## config.mk

```make
export PLATFORM = sky130hd
export DESIGN_NAME = selective_repeat_receiver
export DESIGN_NICKNAME = d
export VERILOG_FILES = /design/src/rtl/srr_pkg.sv /design/src/rtl/selective_repeat_receiver.sv /design/src/rtl/srr_ram.sv
export SDC_FILE = /design/constraint.sdc
export NUM_CORES = 1
export LEC_CHECK = 0
export ABC_AREA = 1
export CAP_MARGIN = 5
export CORE_MARGIN = 1.5
export CORE_UTILIZATION = 45
export DETAILED_ROUTE_END_ITERATION = 8
export DONT_BUFFER_PORTS = 1
export PLACE_DENSITY = 0.66
export SLEW_MARGIN = 5
export SYNTH_ARGS = -nofsm -noshare
export SYNTH_HDL_FRONTEND = slang
export SYNTH_SLANG_ARGS = --single-unit
```

## constraint.sdc

```tcl
create_clock -name clk -period 6.8 [get_ports clk]
set_clock_uncertainty 0.1 [all_clocks]
set_input_delay 1.36 -clock clk [delete_from_list [all_inputs] [get_ports clk]]
set_output_delay 1.36 -clock clk [all_outputs]
set_load 0.01 [all_outputs]
```

## src/rtl/srr_pkg.sv

```systemverilog
// Shared types, constants and helpers of the selective-repeat receiver.
`default_nettype none

package srr_pkg;

  // Field widths
  localparam int KIND_W = 2;
  localparam int SEQ_W  = 15;
  localparam int LEN_W  = 11;
  localparam int TAG_W  = 8;
  localparam int EV_W   = 2;
  localparam int CFG_W  = 14;

  // Protocol limits
  localparam int MAX_SEQ      = 32767;
  localparam int MAX_PAYLOAD  = 1024;
  localparam int WINDOW_SLOTS = 8;
  localparam int HALF_SEQ     = MAX_SEQ / 2;

  typedef enum logic [KIND_W-1:0] {
    KIND_SYN    = 2'd0,
    KIND_STATUS = 2'd1,
    KIND_DATA   = 2'd2,
    KIND_FIN    = 2'd3
  } kind_t;

  typedef enum logic [EV_W-1:0] {
    EV_ACK     = 2'd0,
    EV_DATA    = 2'd1,
    EV_STATUS  = 2'd2
  } event_t;

  // One result without the last flag
  typedef struct packed {
    logic [EV_W-1:0]  ev;
    logic [SEQ_W-1:0] seq;
    logic [LEN_W-1:0] len;
    logic [TAG_W-1:0] tag;
    logic             rt;
    logic             fa;
  } res_t;

  // One reorder window entry
  typedef struct packed {
    logic [SEQ_W-1:0] seq;
    logic [LEN_W-1:0] len;
    logic [TAG_W-1:0] tag;
  } slot_t;

  localparam int SLOT_W = $bits(slot_t);

  // Any sequence value past the maximum becomes zero
  function automatic logic [SEQ_W-1:0] wrap_seq(input logic [SEQ_W:0] v);
    return (32'(v) > MAX_SEQ) ? '0 : v[SEQ_W-1:0];
  endfunction

endpackage

`default_nettype wire

```

## src/rtl/selective_repeat_receiver.sv

```systemverilog
// Top level of the selective-repeat receiver: header classification, window and drain.
// One header at a time; in_stall is high from acceptance until the last result is queued,
// and while cfg_valid is high. Early data takes a full read scan of the window RAM; in-order
// data is followed by one scan of the window per buffered entry released or dropped and a
// final scan that finds none to take. Sync reset: expected seq 1, slots cleared.
`default_nettype none

module selective_repeat_receiver
  import srr_pkg::*;
#(
  parameter int WINDOW = WINDOW_SLOTS
) (
  input  wire logic               clk,
  input  wire logic               rst_n,
  // configuration
  input  wire logic               cfg_valid,
  output logic                    cfg_ready,
  input  wire logic [CFG_W-1:0]   cfg_initial_seq,
  // headers in
  input  wire logic               in_valid,
  output logic                    in_stall,
  input  wire logic [KIND_W-1:0]  in_kind,
  input  wire logic [SEQ_W-1:0]   in_seq,
  input  wire logic [LEN_W-1:0]   in_length,
  input  wire logic [TAG_W-1:0]   in_tag,
  // results out
  output logic                    out_valid,
  input  wire logic               out_stall,
  output logic [EV_W-1:0]         out_event_res,
  output logic [SEQ_W-1:0]        out_ack_seq,
  output logic [LEN_W-1:0]        out_length,
  output logic [TAG_W-1:0]        out_tag,
  output logic                    out_retransmitted,
  output logic                    out_fin_ack,
  output logic                    out_last
);

  localparam int AW    = (WINDOW > 1) ? $clog2(WINDOW) : 1;
  localparam int CNT_W = $clog2(WINDOW + 1);
  localparam logic [SEQ_W:0] HALF = (SEQ_W+1)'(HALF_SEQ);

  typedef enum logic [7:0] {
    S_IDLE  = 8'b0000_0001,
    S_CLASS = 8'b0000_0010,
    S_DELIV = 8'b0000_0100,
    S_WSCAN = 8'b0000_1000,
    S_WDEC  = 8'b0001_0000,
    S_DSCAN = 8'b0010_0000,
    S_DACT  = 8'b0100_0000,
    S_FLUSH = 8'b1000_0000
  } state_t;

  state_t state_r, state_nxt;

  logic [CFG_W-1:0]  init_r, init_nxt;
  logic [SEQ_W-1:0]  exp_r, exp_nxt;
  logic [WINDOW-1:0] valid_r, valid_nxt;

  logic [KIND_W-1:0] pkt_kind_r, pkt_kind_nxt;
  logic [SEQ_W-1:0]  pkt_seq_r, pkt_seq_nxt;
  logic [LEN_W-1:0]  pkt_len_r, pkt_len_nxt;
  logic [TAG_W-1:0]  pkt_tag_r, pkt_tag_nxt;

  logic [CNT_W-1:0]  cnt_r, cnt_nxt;
  logic [AW-1:0]     rd_idx_r;
  logic              hit_r, hit_nxt;
  logic              found_r, found_nxt;
  logic [AW-1:0]     best_idx_r, best_idx_nxt;
  slot_t             best_r, best_nxt;

  res_t              pend_r, pend_nxt;
  logic              pend_valid_r, pend_valid_nxt;
  res_t              out_res_r, out_res_nxt;
  logic              out_last_r, out_last_nxt;
  logic              out_valid_r, out_valid_nxt;

  logic              ram_we;
  logic [AW-1:0]     ram_waddr;
  slot_t             ram_wslot;
  logic [SLOT_W-1:0] ram_rdata;
  slot_t             rd_slot;

  logic              idle;
  logic              out_free;
  logic              can_emit;
  logic              emit_req;
  res_t              emit_res;
  logic              flush_req;
  logic [SEQ_W:0]    e16;
  logic [SEQ_W:0]    s16;
  logic [SEQ_W-1:0]  start_seq;
  logic              is_dup;
  logic              is_early;
  logic              in_order;
  logic              free_any;
  logic [AW-1:0]     free_idx;
  logic              eval;

  srr_ram #(
    .WIDTH(SLOT_W),
    .DEPTH(WINDOW)
  ) u_ram (
    .clk  (clk),
    .we   (ram_we),
    .waddr(ram_waddr),
    .wdata(ram_wslot),
    .raddr(cnt_r[AW-1:0]),
    .rdata(ram_rdata)
  );

  assign rd_slot = slot_t'(ram_rdata);

  // Handshake
  assign idle      = (state_r == S_IDLE);
  assign cfg_ready = idle;
  assign in_stall  = !idle || cfg_valid;
  assign out_free  = !out_valid_r || !out_stall;
  assign can_emit  = !pend_valid_r || out_free;

  // Window classification of the held header
  assign e16       = {1'b0, exp_r};
  assign s16       = {1'b0, pkt_seq_r};
  assign start_seq = wrap_seq({2'b00, init_r} + (SEQ_W+1)'(1));
  assign in_order  = (pkt_seq_r == exp_r);
  assign is_dup    = ((s16 < e16) && (s16 + HALF >= e16)) || ((exp_r == '0) && (s16 >= HALF));
  assign is_early  = (s16 > e16) && (s16 < e16 + HALF);

  // Lowest free slot
  always_comb begin
    free_any = 1'b0;
    free_idx = '0;
    for (int i = WINDOW - 1; i >= 0; i--) begin
      if (!valid_r[i]) begin
        free_any = 1'b1;
        free_idx = AW'(i);
      end
    end
  end

  assign eval = (cnt_r != '0);

  // Sequencer
  always_comb begin
    state_nxt      = state_r;
    init_nxt       = init_r;
    exp_nxt        = exp_r;
    valid_nxt      = valid_r;
    pkt_kind_nxt   = pkt_kind_r;
    pkt_seq_nxt    = pkt_seq_r;
    pkt_len_nxt    = pkt_len_r;
    pkt_tag_nxt    = pkt_tag_r;
    cnt_nxt        = cnt_r;
    hit_nxt        = hit_r;
    found_nxt      = found_r;
    best_idx_nxt   = best_idx_r;
    best_nxt       = best_r;
    emit_req       = 1'b0;
    emit_res       = '0;
    flush_req      = 1'b0;
    ram_we         = 1'b0;
    ram_waddr      = free_idx;
    ram_wslot      = '{seq: pkt_seq_r, len: pkt_len_r, tag: pkt_tag_r};

    unique case (state_r)
      S_IDLE: begin
        if (cfg_valid) begin
          // new session
          init_nxt  = cfg_initial_seq;
          exp_nxt   = wrap_seq({2'b00, cfg_initial_seq} + (SEQ_W+1)'(1));
          valid_nxt = '0;
        end else if (in_valid) begin
          pkt_kind_nxt = in_kind;
          pkt_seq_nxt  = in_seq;
          pkt_len_nxt  = (32'(in_length) > MAX_PAYLOAD) ? LEN_W'(MAX_PAYLOAD) : in_length;
          pkt_tag_nxt  = in_tag;
          state_nxt    = S_CLASS;
        end
      end

      S_CLASS: begin
        state_nxt = S_FLUSH;
        unique case (kind_t'(pkt_kind_r))
          KIND_SYN: begin
            emit_req = 1'b1;
            emit_res = '{ev: EV_ACK, seq: pkt_seq_r, len: '0, tag: '0,
                         rt: (exp_r != start_seq), fa: 1'b0};
            if (exp_r == start_seq) begin
              exp_nxt = wrap_seq(e16 + (SEQ_W+1)'(1));
            end
          end
          KIND_STATUS: begin
            emit_req = 1'b1;
            emit_res = '{ev: EV_ACK, seq: pkt_seq_r, len: '0, tag: '0,
                         rt: !in_order, fa: 1'b0};
            if (in_order) begin
              exp_nxt   = wrap_seq(e16 + (SEQ_W+1)'(1));
              state_nxt = S_DELIV;
            end
          end
          KIND_DATA: begin
            if (is_dup) begin
              emit_req = 1'b1;
              emit_res = '{ev: EV_ACK, seq: pkt_seq_r, len: '0, tag: '0,
                           rt: 1'b1, fa: 1'b0};
            end else if (in_order) begin
              emit_req  = 1'b1;
              emit_res  = '{ev: EV_ACK, seq: pkt_seq_r, len: '0, tag: '0,
                            rt: 1'b0, fa: 1'b0};
              exp_nxt   = wrap_seq(e16 + (SEQ_W+1)'(pkt_len_r));
              state_nxt = S_DELIV;
            end else if (is_early) begin
              cnt_nxt   = '0;
              hit_nxt   = 1'b0;
              state_nxt = S_WSCAN;
            end
          end
          KIND_FIN: begin
            if (in_order) begin
              emit_req = 1'b1;
              emit_res = '{ev: EV_ACK, seq: pkt_seq_r, len: '0, tag: '0,
                           rt: 1'b0, fa: 1'b1};
            end
          end
          default: ;
        endcase
      end

      // Deliver the in-order data or status message
      S_DELIV: begin
        if (can_emit) begin
          emit_req = 1'b1;
          emit_res = '{ev: (pkt_kind_r == KIND_STATUS) ? EV_STATUS : EV_DATA,
                       seq: pkt_seq_r, len: pkt_len_r, tag: pkt_tag_r,
                       rt: 1'b0, fa: 1'b0};
          if (pkt_kind_r == KIND_DATA) begin
            cnt_nxt   = '0;
            found_nxt = 1'b0;
            state_nxt = S_DSCAN;
          end else begin
            state_nxt = S_FLUSH;
          end
        end
      end

      // Search the window for a held copy of this sequence
      S_WSCAN: begin
        if (eval && valid_r[rd_idx_r] && (rd_slot.seq == pkt_seq_r)) begin
          hit_nxt = 1'b1;
        end
        if (cnt_r == CNT_W'(WINDOW)) begin
          state_nxt = S_WDEC;
        end else begin
          cnt_nxt = cnt_r + CNT_W'(1);
        end
      end

      // Ack a duplicate, store new early data, or drop on a full window
      S_WDEC: begin
        state_nxt = S_FLUSH;
        if (hit_r) begin
          emit_req = 1'b1;
          emit_res = '{ev: EV_ACK, seq: pkt_seq_r, len: '0, tag: '0, rt: 1'b1, fa: 1'b0};
        end else if (free_any) begin
          ram_we              = 1'b1;
          valid_nxt[free_idx] = 1'b1;
          emit_req            = 1'b1;
          emit_res = '{ev: EV_ACK, seq: pkt_seq_r, len: '0, tag: '0, rt: 1'b0, fa: 1'b0};
        end
      end

      // Find the lowest held sequence, first slot wins ties
      S_DSCAN: begin
        if (eval && valid_r[rd_idx_r] && (!found_r || (rd_slot.seq < best_r.seq))) begin
          found_nxt    = 1'b1;
          best_idx_nxt = rd_idx_r;
          best_nxt     = rd_slot;
        end
        if (cnt_r == CNT_W'(WINDOW)) begin
          state_nxt = S_DACT;
        end else begin
          cnt_nxt = cnt_r + CNT_W'(1);
        end
      end

      // Release or drop the lowest entry
      S_DACT: begin
        if (!found_r || (best_r.seq > exp_r)) begin
          state_nxt = S_FLUSH;
        end else if (best_r.seq == exp_r) begin
          if (can_emit) begin
            emit_req                = 1'b1;
            emit_res = '{ev: EV_DATA, seq: best_r.seq, len: best_r.len, tag: best_r.tag,
                         rt: 1'b0, fa: 1'b0};
            exp_nxt                 = wrap_seq(e16 + (SEQ_W+1)'(best_r.len));
            valid_nxt[best_idx_r]   = 1'b0;
            cnt_nxt                 = '0;
            found_nxt               = 1'b0;
            state_nxt               = S_DSCAN;
          end
        end else begin
          valid_nxt[best_idx_r] = 1'b0;
          cnt_nxt               = '0;
          found_nxt             = 1'b0;
          state_nxt             = S_DSCAN;
        end
      end

      // Send the held result marked last
      S_FLUSH: begin
        if (!pend_valid_r) begin
          state_nxt = S_IDLE;
        end else if (out_free) begin
          flush_req = 1'b1;
          state_nxt = S_IDLE;
        end
      end

      default: state_nxt = S_IDLE;
    endcase
  end

  // Result path: one held result, then the output register
  always_comb begin
    pend_nxt       = pend_r;
    pend_valid_nxt = pend_valid_r;
    out_res_nxt    = out_res_r;
    out_last_nxt   = out_last_r;
    out_valid_nxt  = out_valid_r && out_stall;
    if (emit_req) begin
      if (pend_valid_r) begin
        out_res_nxt   = pend_r;
        out_last_nxt  = 1'b0;
        out_valid_nxt = 1'b1;
      end
      pend_nxt       = emit_res;
      pend_valid_nxt = 1'b1;
    end else if (flush_req) begin
      out_res_nxt    = pend_r;
      out_last_nxt   = 1'b1;
      out_valid_nxt  = 1'b1;
      pend_valid_nxt = 1'b0;
    end
  end

  // Control registers
  always_ff @(posedge clk) begin
    if (!rst_n) begin
      state_r      <= S_IDLE;
      init_r       <= '0;
      exp_r        <= SEQ_W'(1);
      valid_r      <= '0;
      pend_valid_r <= 1'b0;
      out_valid_r  <= 1'b0;
    end else begin
      state_r      <= state_nxt;
      init_r       <= init_nxt;
      exp_r        <= exp_nxt;
      valid_r      <= valid_nxt;
      pend_valid_r <= pend_valid_nxt;
      out_valid_r  <= out_valid_nxt;
    end
  end

  // Payload registers
  always_ff @(posedge clk) begin
    pkt_kind_r <= pkt_kind_nxt;
    pkt_seq_r  <= pkt_seq_nxt;
    pkt_len_r  <= pkt_len_nxt;
    pkt_tag_r  <= pkt_tag_nxt;
    cnt_r      <= cnt_nxt;
    rd_idx_r   <= cnt_r[AW-1:0];
    hit_r      <= hit_nxt;
    found_r    <= found_nxt;
    best_idx_r <= best_idx_nxt;
    best_r     <= best_nxt;
    pend_r     <= pend_nxt;
    out_res_r  <= out_res_nxt;
    out_last_r <= out_last_nxt;
  end

  assign out_valid         = out_valid_r;
  assign out_event_res     = out_res_r.ev;
  assign out_ack_seq       = out_res_r.seq;
  assign out_length        = out_res_r.len;
  assign out_tag           = out_res_r.tag;
  assign out_retransmitted = out_res_r.rt;
  assign out_fin_ack       = out_res_r.fa;
  assign out_last          = out_last_r;

endmodule

`default_nettype wire

```

## src/rtl/srr_ram.sv

```systemverilog
// Generic single-write, single-read RAM with registered read data.
`default_nettype none

module srr_ram #(
  parameter int WIDTH = 8,
  parameter int DEPTH = 8,
  localparam int AW   = (DEPTH > 1) ? $clog2(DEPTH) : 1
) (
  input  wire logic             clk,
  input  wire logic             we,
  input  wire logic [AW-1:0]    waddr,
  input  wire logic [WIDTH-1:0] wdata,
  input  wire logic [AW-1:0]    raddr,
  output logic      [WIDTH-1:0] rdata
);

  logic [WIDTH-1:0] mem [DEPTH];

  // Write port and registered read port
  always_ff @(posedge clk) begin
    if (we) begin
      mem[waddr] <= wdata;
    end
    rdata <= mem[raddr];
  end

endmodule

`default_nettype wire

```

==> reports/qor.yml, run 1 <==
cells_and_area:
  syn_to_final_growth_pct: 9.62
  layout-drive-gt1-share_pct: 6.93
  utilization_pct: 50.2
  multi_input_area_um2: 9210
  nets: 2634
  seqCellArea_um2: 14500
  fillers: 4855
synthesis:
  synth_seq_cells: 512
  synth_top_area_share_pct: 51.7
  synthArstFlopShare_pct: 0
  yosys-top-cells-area: "edfxtp_1 (52%), dfxtp_1 (6.8%), nor2_1 (6.2%)"
  synth_top_area_cell: "edfxtp_1"
  yosysUniqueCellTypes: 58
  yosysWarningCount: 0
  synth_ff_type: "edfxtp_1"
  netlist_area_um2: 24900
  synth_nets: 2658
  synth_edf_count: 428
  avgSynthCellArea_um2: 9.98
  syn_inst: 2491
  seq_area_frac_synth_pct: 58.5
power_and_ir_drop:
  p_leak_nw: 10.2
  finalPower_mw: 8.21
  vdd.ir_drop.worst_v: 0.000236
  cellPowerDensity_nw_per_um2: 301
floorplan:
  initial_utilization_pct: 45.8
  rows: 85
  die_w_um: 238
  core_um2: 54200
  die_h_um: 238
  dieArea_um2: 56700
  io_pins: 97
placed_design:
  gp_congestion: 0.967
  port_buffers: 0
  post-dp-hpwl_mm: 44.8
sta:
  rsz0062_at_grt: "false"
  max_freq_mhz: 214
  setup_viol: 0
  post-route-min-period_ps: 4670
  final.period_utilization_pct: 68.7
  tns_ps: 0
  relSlewSlack_pct: 18.4
  slew_viol_final: 0
  worst_pin_slew_ps: 1210
  hold_viol_final: 0
  hold_ws_ps: 303
setup_path:
  crit_type: "reg2reg"
  end_kind: "register"
  cp_max_fo: 39
  cp-start-kind: "register"
  cp.arrival_ps: 4790
  required_ps: 6910
clock_network:
  path_clk_slew_ps: 60
  cts_hold_buf: 0
  post_cts_buffers: 0
  clk_latency_ps: 620
  cts_tree: "yes"
  cts_buffer_depth: 3
  cts_buffers: 52
  cts-root-buf: "clkbuf_16"
  cts_sinks: 512
  cts_resized: 0
  htreeDepth: 2
grt:
  antenna_found_initial: 3
  grtUsageTotal_pct: 23.8
  grt_max_degree: 105
  overflow: 0
  grt_first_pass_wirelength_mm: 102
  grt_pass1_vias: 17265
detailed_routing:
  first_pass_iters: 5
  drc: 0
  ant_nets: 0
  wl_per_cell_um: 21.1
  vias: 18239
  drt_wl_total_mm: 67.8
  viasPerCell: 5.68
  drtIter0Drc: 1537
min_path:
  hp-class: "reg2reg"
status:
  status: "finished, final reports clean"
job:
  cap_violations: 0
[metal layers]
metal / share of wire, % / GRT usage [%] / vias to the layer above
met4: 3.3 / 8.96 / 0
met2: 48 / 39.9 / 616
met3: 6.0 / 2.70 / 124
met5: 0 / 0 / -
li1: - / - / 8648
met1: 43 / 31.7 / 8851
[registers in the layout (all words and copies together) (netlist names), 8 cells and up]
name	cells
best_r	34
pkt_tag_r	8
pkt_len_r	11
u_ram.rdata	34
valid_r	8
out_ack_seq	15
out_tag	8
pend_r	38
exp_r	15
state_r	8
u_ram.mem	272
init_r	14
pkt_seq_r	15
out_length	11
[path summary, 6_finish.rpt]
kind                        from              to  slack (ps)  cells after the start
setup / recovery    pkt_seq_r[0]  out_ack_seq[0]        2130                     21
hold / removal    u_ram.rdata[6]       best_r[6]         300                      0
setup reg to reg    pkt_seq_r[0]  out_ack_seq[0]        2130                     21
hold reg to reg   u_ram.rdata[6]       best_r[6]         300                      0
[synthesized netlist by cell type (41+ instances only)]
cell type	number
o21ai_0	197
xor2_1	51
inv_1	175
dfxtp_1	84
clkbuf_1	64
nor2_1	411
edfxtp_1	428
a21oi_1	104
a31oi_1	41
ha_1	110
nand3_1	139
nand2_1	369
[cell type report]
cell class                 count  share of cell area, %
antenna                        3                 0.0275
multi-input combinational   1687                   33.8
clock buffer                  68                   5.26
tap                          696                   3.20
timing repair buffer          24                  0.661
clock inverter                30                   1.13
inverter                     190                   2.62
sequential                   512                   53.3
[where the power goes]
group | switching, mW | internal [mW]
registers | 0.235 | 3.51
logic | 1.03 | 0.558
clock network | 1.23 | 1.65
total | 2.49 | 5.72
[stage by stage]
stage | worst slack [ps] | std cells | cell area (um^2)
after CTS | 2060 | 3207 | 27200
after detailed placement | 2070 | 3109 | 25500
final | 2130 | 3210 | 27300
after global routing | 1620 | 3210 | 27300
after global placement | 2190 | 3109 | 25500
after floorplan | 1490 | 2491 | 24900
[cells in the final DEF (no fill, tap or decap), types with 9 or more instances in the layout]
cell       instances
a21oi_1          104
a22o_1            20
a31oi_1           41
buf_4             24
clkbuf_1          10
clkbuf_16         53
clkinv_1          13
clkinv_2          10
dfxtp_1           84
edfxtp_1         428
ha_1             110
inv_1            172
inv_2             13
nand2_1          368
nand2_2           11
nand3_1          139
nand4_1           36
nor2_1           405
nor3_1            31
o211ai_1          10
o21ai_0          197
o21bai_1           9
o22ai_1           36
or2_2             15
xnor2_1           20
xor2_1            51
[critical path: stages (launching register included)]
cell	delay (ps)
edfxtp_1	600
inv_1	220
ha_1	210
nand2_1	90
nor3_1	280
nand3_1	200
nor2_1	190
nand4_1	110
xor2_1	160
inv_1	60
ha_1	280
and3_1	190
nand4_1	100
nand2_1	90
clkinv_1	50
nand3_1	90
nand2_1	70
nand2_2	90
nand2_2	120
nand3_1	120
nand2_1	80
inv_2	740
[cell families (layout without fill, tap and decap cells)]
family                     after synthesis  in the layout  synth area share (%)
AOI/OAI and AO/OA                      451            451                  10.4
xor gates and xnor gates                71             71                  2.50
adders and majority gates              112            112                  5.70
buffers and inverters                  292            312                  4.79
DFF                                    512            512                  58.5
other                                    0              3                     0
and+or+nand+nor                       1053           1053                  18.2
(Power assumes the default switching activity.)
==> inputs of run 2 (changes only) <==
--- a/config.mk
+++ b/config.mk
@@ -5,7 +5,7 @@
 export SDC_FILE = /design/constraint.sdc
 export NUM_CORES = 1
 export LEC_CHECK = 0
-export ABC_AREA = 1
+export ABC_AREA = 0
 export CAP_MARGIN = 5
 export CORE_MARGIN = 1.5
 export CORE_UTILIZATION = 45
==> constraint.sdc (replaced) <==
create_clock -name clk -period 4.5 [get_ports clk]
set_clock_uncertainty 0.1 [all_clocks]
set_input_delay 0.9 -clock clk [delete_from_list [all_inputs] [get_ports clk]]
set_output_delay 0.9 -clock clk [all_outputs]
set_load 0.01 [all_outputs]
==> run 2 against run 1 <==
First-iteration DRC count down 22%. Via count down 19%. Total power grew 52%. Final cell count shrank 24%. Fmax grew 11%. Sequential power up 50%. Combinational power rose by 56%. Largest power group unchanged. Largest cell class unchanged. Clock power is 52% higher.
==> reports/qor.yml, run 2 <==
sta:
  post-route-min-period_ps: 4220  # -449 ps
  relSlewSlack_pct: 21.0  # +2.6 points
  setup_ws_ps: 275  # -1850 ps
  worst_pin_slew_ps: 1190  # -29.0 ps
  max_freq_mhz: 237  # +11%
  final.period_utilization_pct: 93.9  # +25 points
  slew_viol_final: 0  # unchanged
  hold_viol_final: 0  # unchanged
  setup_viol: 0  # unchanged
  tns_ps: 0  # unchanged
  rsz0062_at_grt: "false"
placed_design:
  place_ws_ps: 162  # -1900 ps
  post-dp-hpwl_mm: 40.8  # -8.8%
  port_buffers: 0  # unchanged
  dpl-instance-area_um2: 24800  # -2.8%
  gp_congestion: 0.950  # -1.8%
floorplan:
  die_h_um: 232  # -2.6%
  die_w_um: 232  # -2.6%
  io_pins: 97  # unchanged
  rows: 83  # -2.4%
  dieArea_um2: 53800  # -5.0%
  core_um2: 51600  # -4.8%
  initial_utilization_pct: 45.7  # -0.13 points
power_and_ir_drop:
  p_seq_share_pct: 44.9  # -0.7 points
  switching_share_pct: 29.1  # -1.2 points
  power_frac_comb_pct: 19.9  # +0.6 points
  clkPwrFrac_pct: 35.2  # +0.2 points
  intPower_mw: 8.85  # +55%
  p_sw_mw: 3.63  # +46%
  cellPowerDensity_nw_per_um2: 470  # +56%
  p_leak_nw: 8.98  # -12%
  vdd.ir_drop.worst_v: 0.000265  # +12%
synthesis:
  synthTopCellsByCount: "edfxtp_1 (428), ha_1 (110), nand2_1 (88), dfxtp_1 (84), nor2_1 (83)"
  seq_area_frac_synth_pct: 61.6  # +3.1 points
  yosysWarningCount: 0  # unchanged
  yosys.cell_count.top_type: "edfxtp_1"
  netlist_area_um2: 23600  # -5.1%
  yosys-top-cells-area: "edfxtp_1 (54%), dfxtp_1 (7.1%), mux4_2 (6.7%)"
  synthArstFlopShare_pct: 0  # unchanged
  avgSynthCellArea_um2: 14.1  # +41%
  synth_edf_count: 428  # unchanged
  yosysUniqueCellTypes: 82  # +41%
  synth_top_area_share_pct: 54.5  # +2.8 points
  synth_seq_cells: 512  # unchanged
  syn_inst: 1679  # -33%
  synth_top_area_cell: "edfxtp_1"
  synth_nets: 1846  # -31%
  synth_ff_type: "edfxtp_1"
grt:
  grt_pass1_vias: 14796  # -14%
  grtUsageTotal_pct: 23.1  # -0.67 points
  grt_first_pass_wirelength_mm: 92.3  # -9.8%
  antenna_found_initial: 3  # unchanged
  overflow: 0  # unchanged
  grt_max_degree: 72  # -31%
setup_path:
  crit_type: "reg2reg"
  end_kind: "register"
  r2r-start: "pkt_seq_r[0]"
  cp-startpoint: "pkt_seq_r[0]"
  cp.arrival_ps: 4470  # -320 ps
  cp_max_fo: 23  # -41%
  required_ps: 4750  # -2160 ps
  cp-start-kind: "register"
detailed_routing:
  drt_wl_total_mm: 61.7  # -9.0%
  first_pass_iters: 5  # unchanged
  wl_per_cell_um: 25.2  # +19%
  vias: 14787  # -19%
  ant_nets: 0  # unchanged
  viasPerCell: 6.04  # +6.2%
  drtIter0Drc: 1194  # -22%
  drc: 0  # unchanged
cells_and_area:
  regMostFlops: "u_ram.mem"
  final_cell_mix: "edfxtp_1 (428), ha_1 (110), nand2_1 (87)"
  largest_reg_flops: 272  # unchanged
  postLayoutCellArea_um2: 26600  # -2.5%
  final_common_cell: "edfxtp_1"
  syn_to_final_growth_pct: 12.7
  nets: 1893  # -28%
  reg.largest.list: "u_ram.mem (272), pend_r (38)"
  layout-drive-gt1-share_pct: 16.8  # +9.9 points
  antenna_cells: 0  # -3
clock_network:
  cts_hold_buf: 0  # unchanged
  cts_buffers: 53  # +1.9%
  cts_tree: "yes"
  cts_sinks: 512  # unchanged
  htreeDepth: 2  # unchanged
  clk_latency_ps: 610  # about the same
  cts-root-buf: "clkbuf_16"
  cts_buffer_depth: 3  # unchanged
  path_clk_slew_ps: 60  # about the same
min_path:
  worstHoldStart: "rst_n"
  hp-class: "in2reg"
status:
  status: "finished, final reports clean"
job:
  cap_violations: 0  # unchanged
==> run 2: stage by stage <==
stage	power, mW	instances	hold slack [ps]	util [%]
2_1_floorplan	7.37	1679	261	-
3_3_place_gp	8.04	2350	287	48.0
3_5_place_dp	8.13	2350	289	48.0
4_1_cts	12.5	2449	231	51.4
5_1_grt	13.0	2450	237	51.5
6_report	12.5	2450	258	51.5
==> run 2: worst paths after layout <==
check,slack (ps),endpoint,cells after the start
worst max-delay path,280,out_tag[4],16
worst min-delay path,260,state_r[0],1
worst min register to register,290,best_r[9],0
worst max register to register,280,out_tag[4],16
==> run 2: routing by layer <==
| layer | vias to the layer above | routed length (um) | global-route usage, % |
|---|---|---|---|
| met1 | 7481 | 26500 | 31.5 |
| met3 | 108 | 4740 | 5.03 |
| met5 | - | 40 | 0 |
| met2 | 562 | 28700 | 36.8 |
| li1 | 6630 | - | - |
| met4 | 6 | 1760 | 7.31 |
==> run 2: repair_timing <==
| action | in CTS | in global routing |
|---|---|---|
| gates resized for setup | 0 | 7 |
| setup buffers | 0 | 1 |
| setup endpoints to repair | 0 | 83 |
==> run 2: cell families after synthesis <==
group / Yosys count / share of synthesized area [%]
DFF: 512 / 61.6
and+or+nand+nor: 383 / 8.35
AOI/OAI and AO/OA: 323 / 9.57
buffers and inverters: 148 / 2.55
adders and majority gates: 112 / 6.00
muxes: 109 / 8.52
xor gates and xnor gates: 92 / 3.42
==> run 2: layout make-up <==
cell class                      count  area, um^2
Timing Repair Buffer               59         526
Fill cell                        4194       25000
Clock inverter                     29         338
Multi-Input combinational cell   1019        8610
Clock buffer                       70        1420
Sequential cell                   512       14500
Tap cell                          680         851
Inverter                           81         308
==> run 2: power groups by stage <==
stage	sequential [mW]	clock, mW	combinational, mW
6_report	5.61	4.39	2.48
5_1_grt	5.63	4.66	2.72
4_1_cts	5.61	4.47	2.44
3_5_place_dp	5.71	0	2.42
3_3_place_gp	5.70	0	2.34
2_1_floorplan	5.63	0	1.74
==> run 2: worst max-delay path: stages (launching register included) <==
cell and delay (ps):
edfxtp_1 390, or4_4 590, nor2_4 170, nand2_2 110, o41ai_2 220, o21ai_1 120
ha_1 320, a21o_1 180, a221oi_2 240, o211ai_1 140, a21oi_2 220, o22ai_4 130
mux2i_1 180, a21o_2 240, clkinvlp_4 170, o21a_4 250, buf_12 160
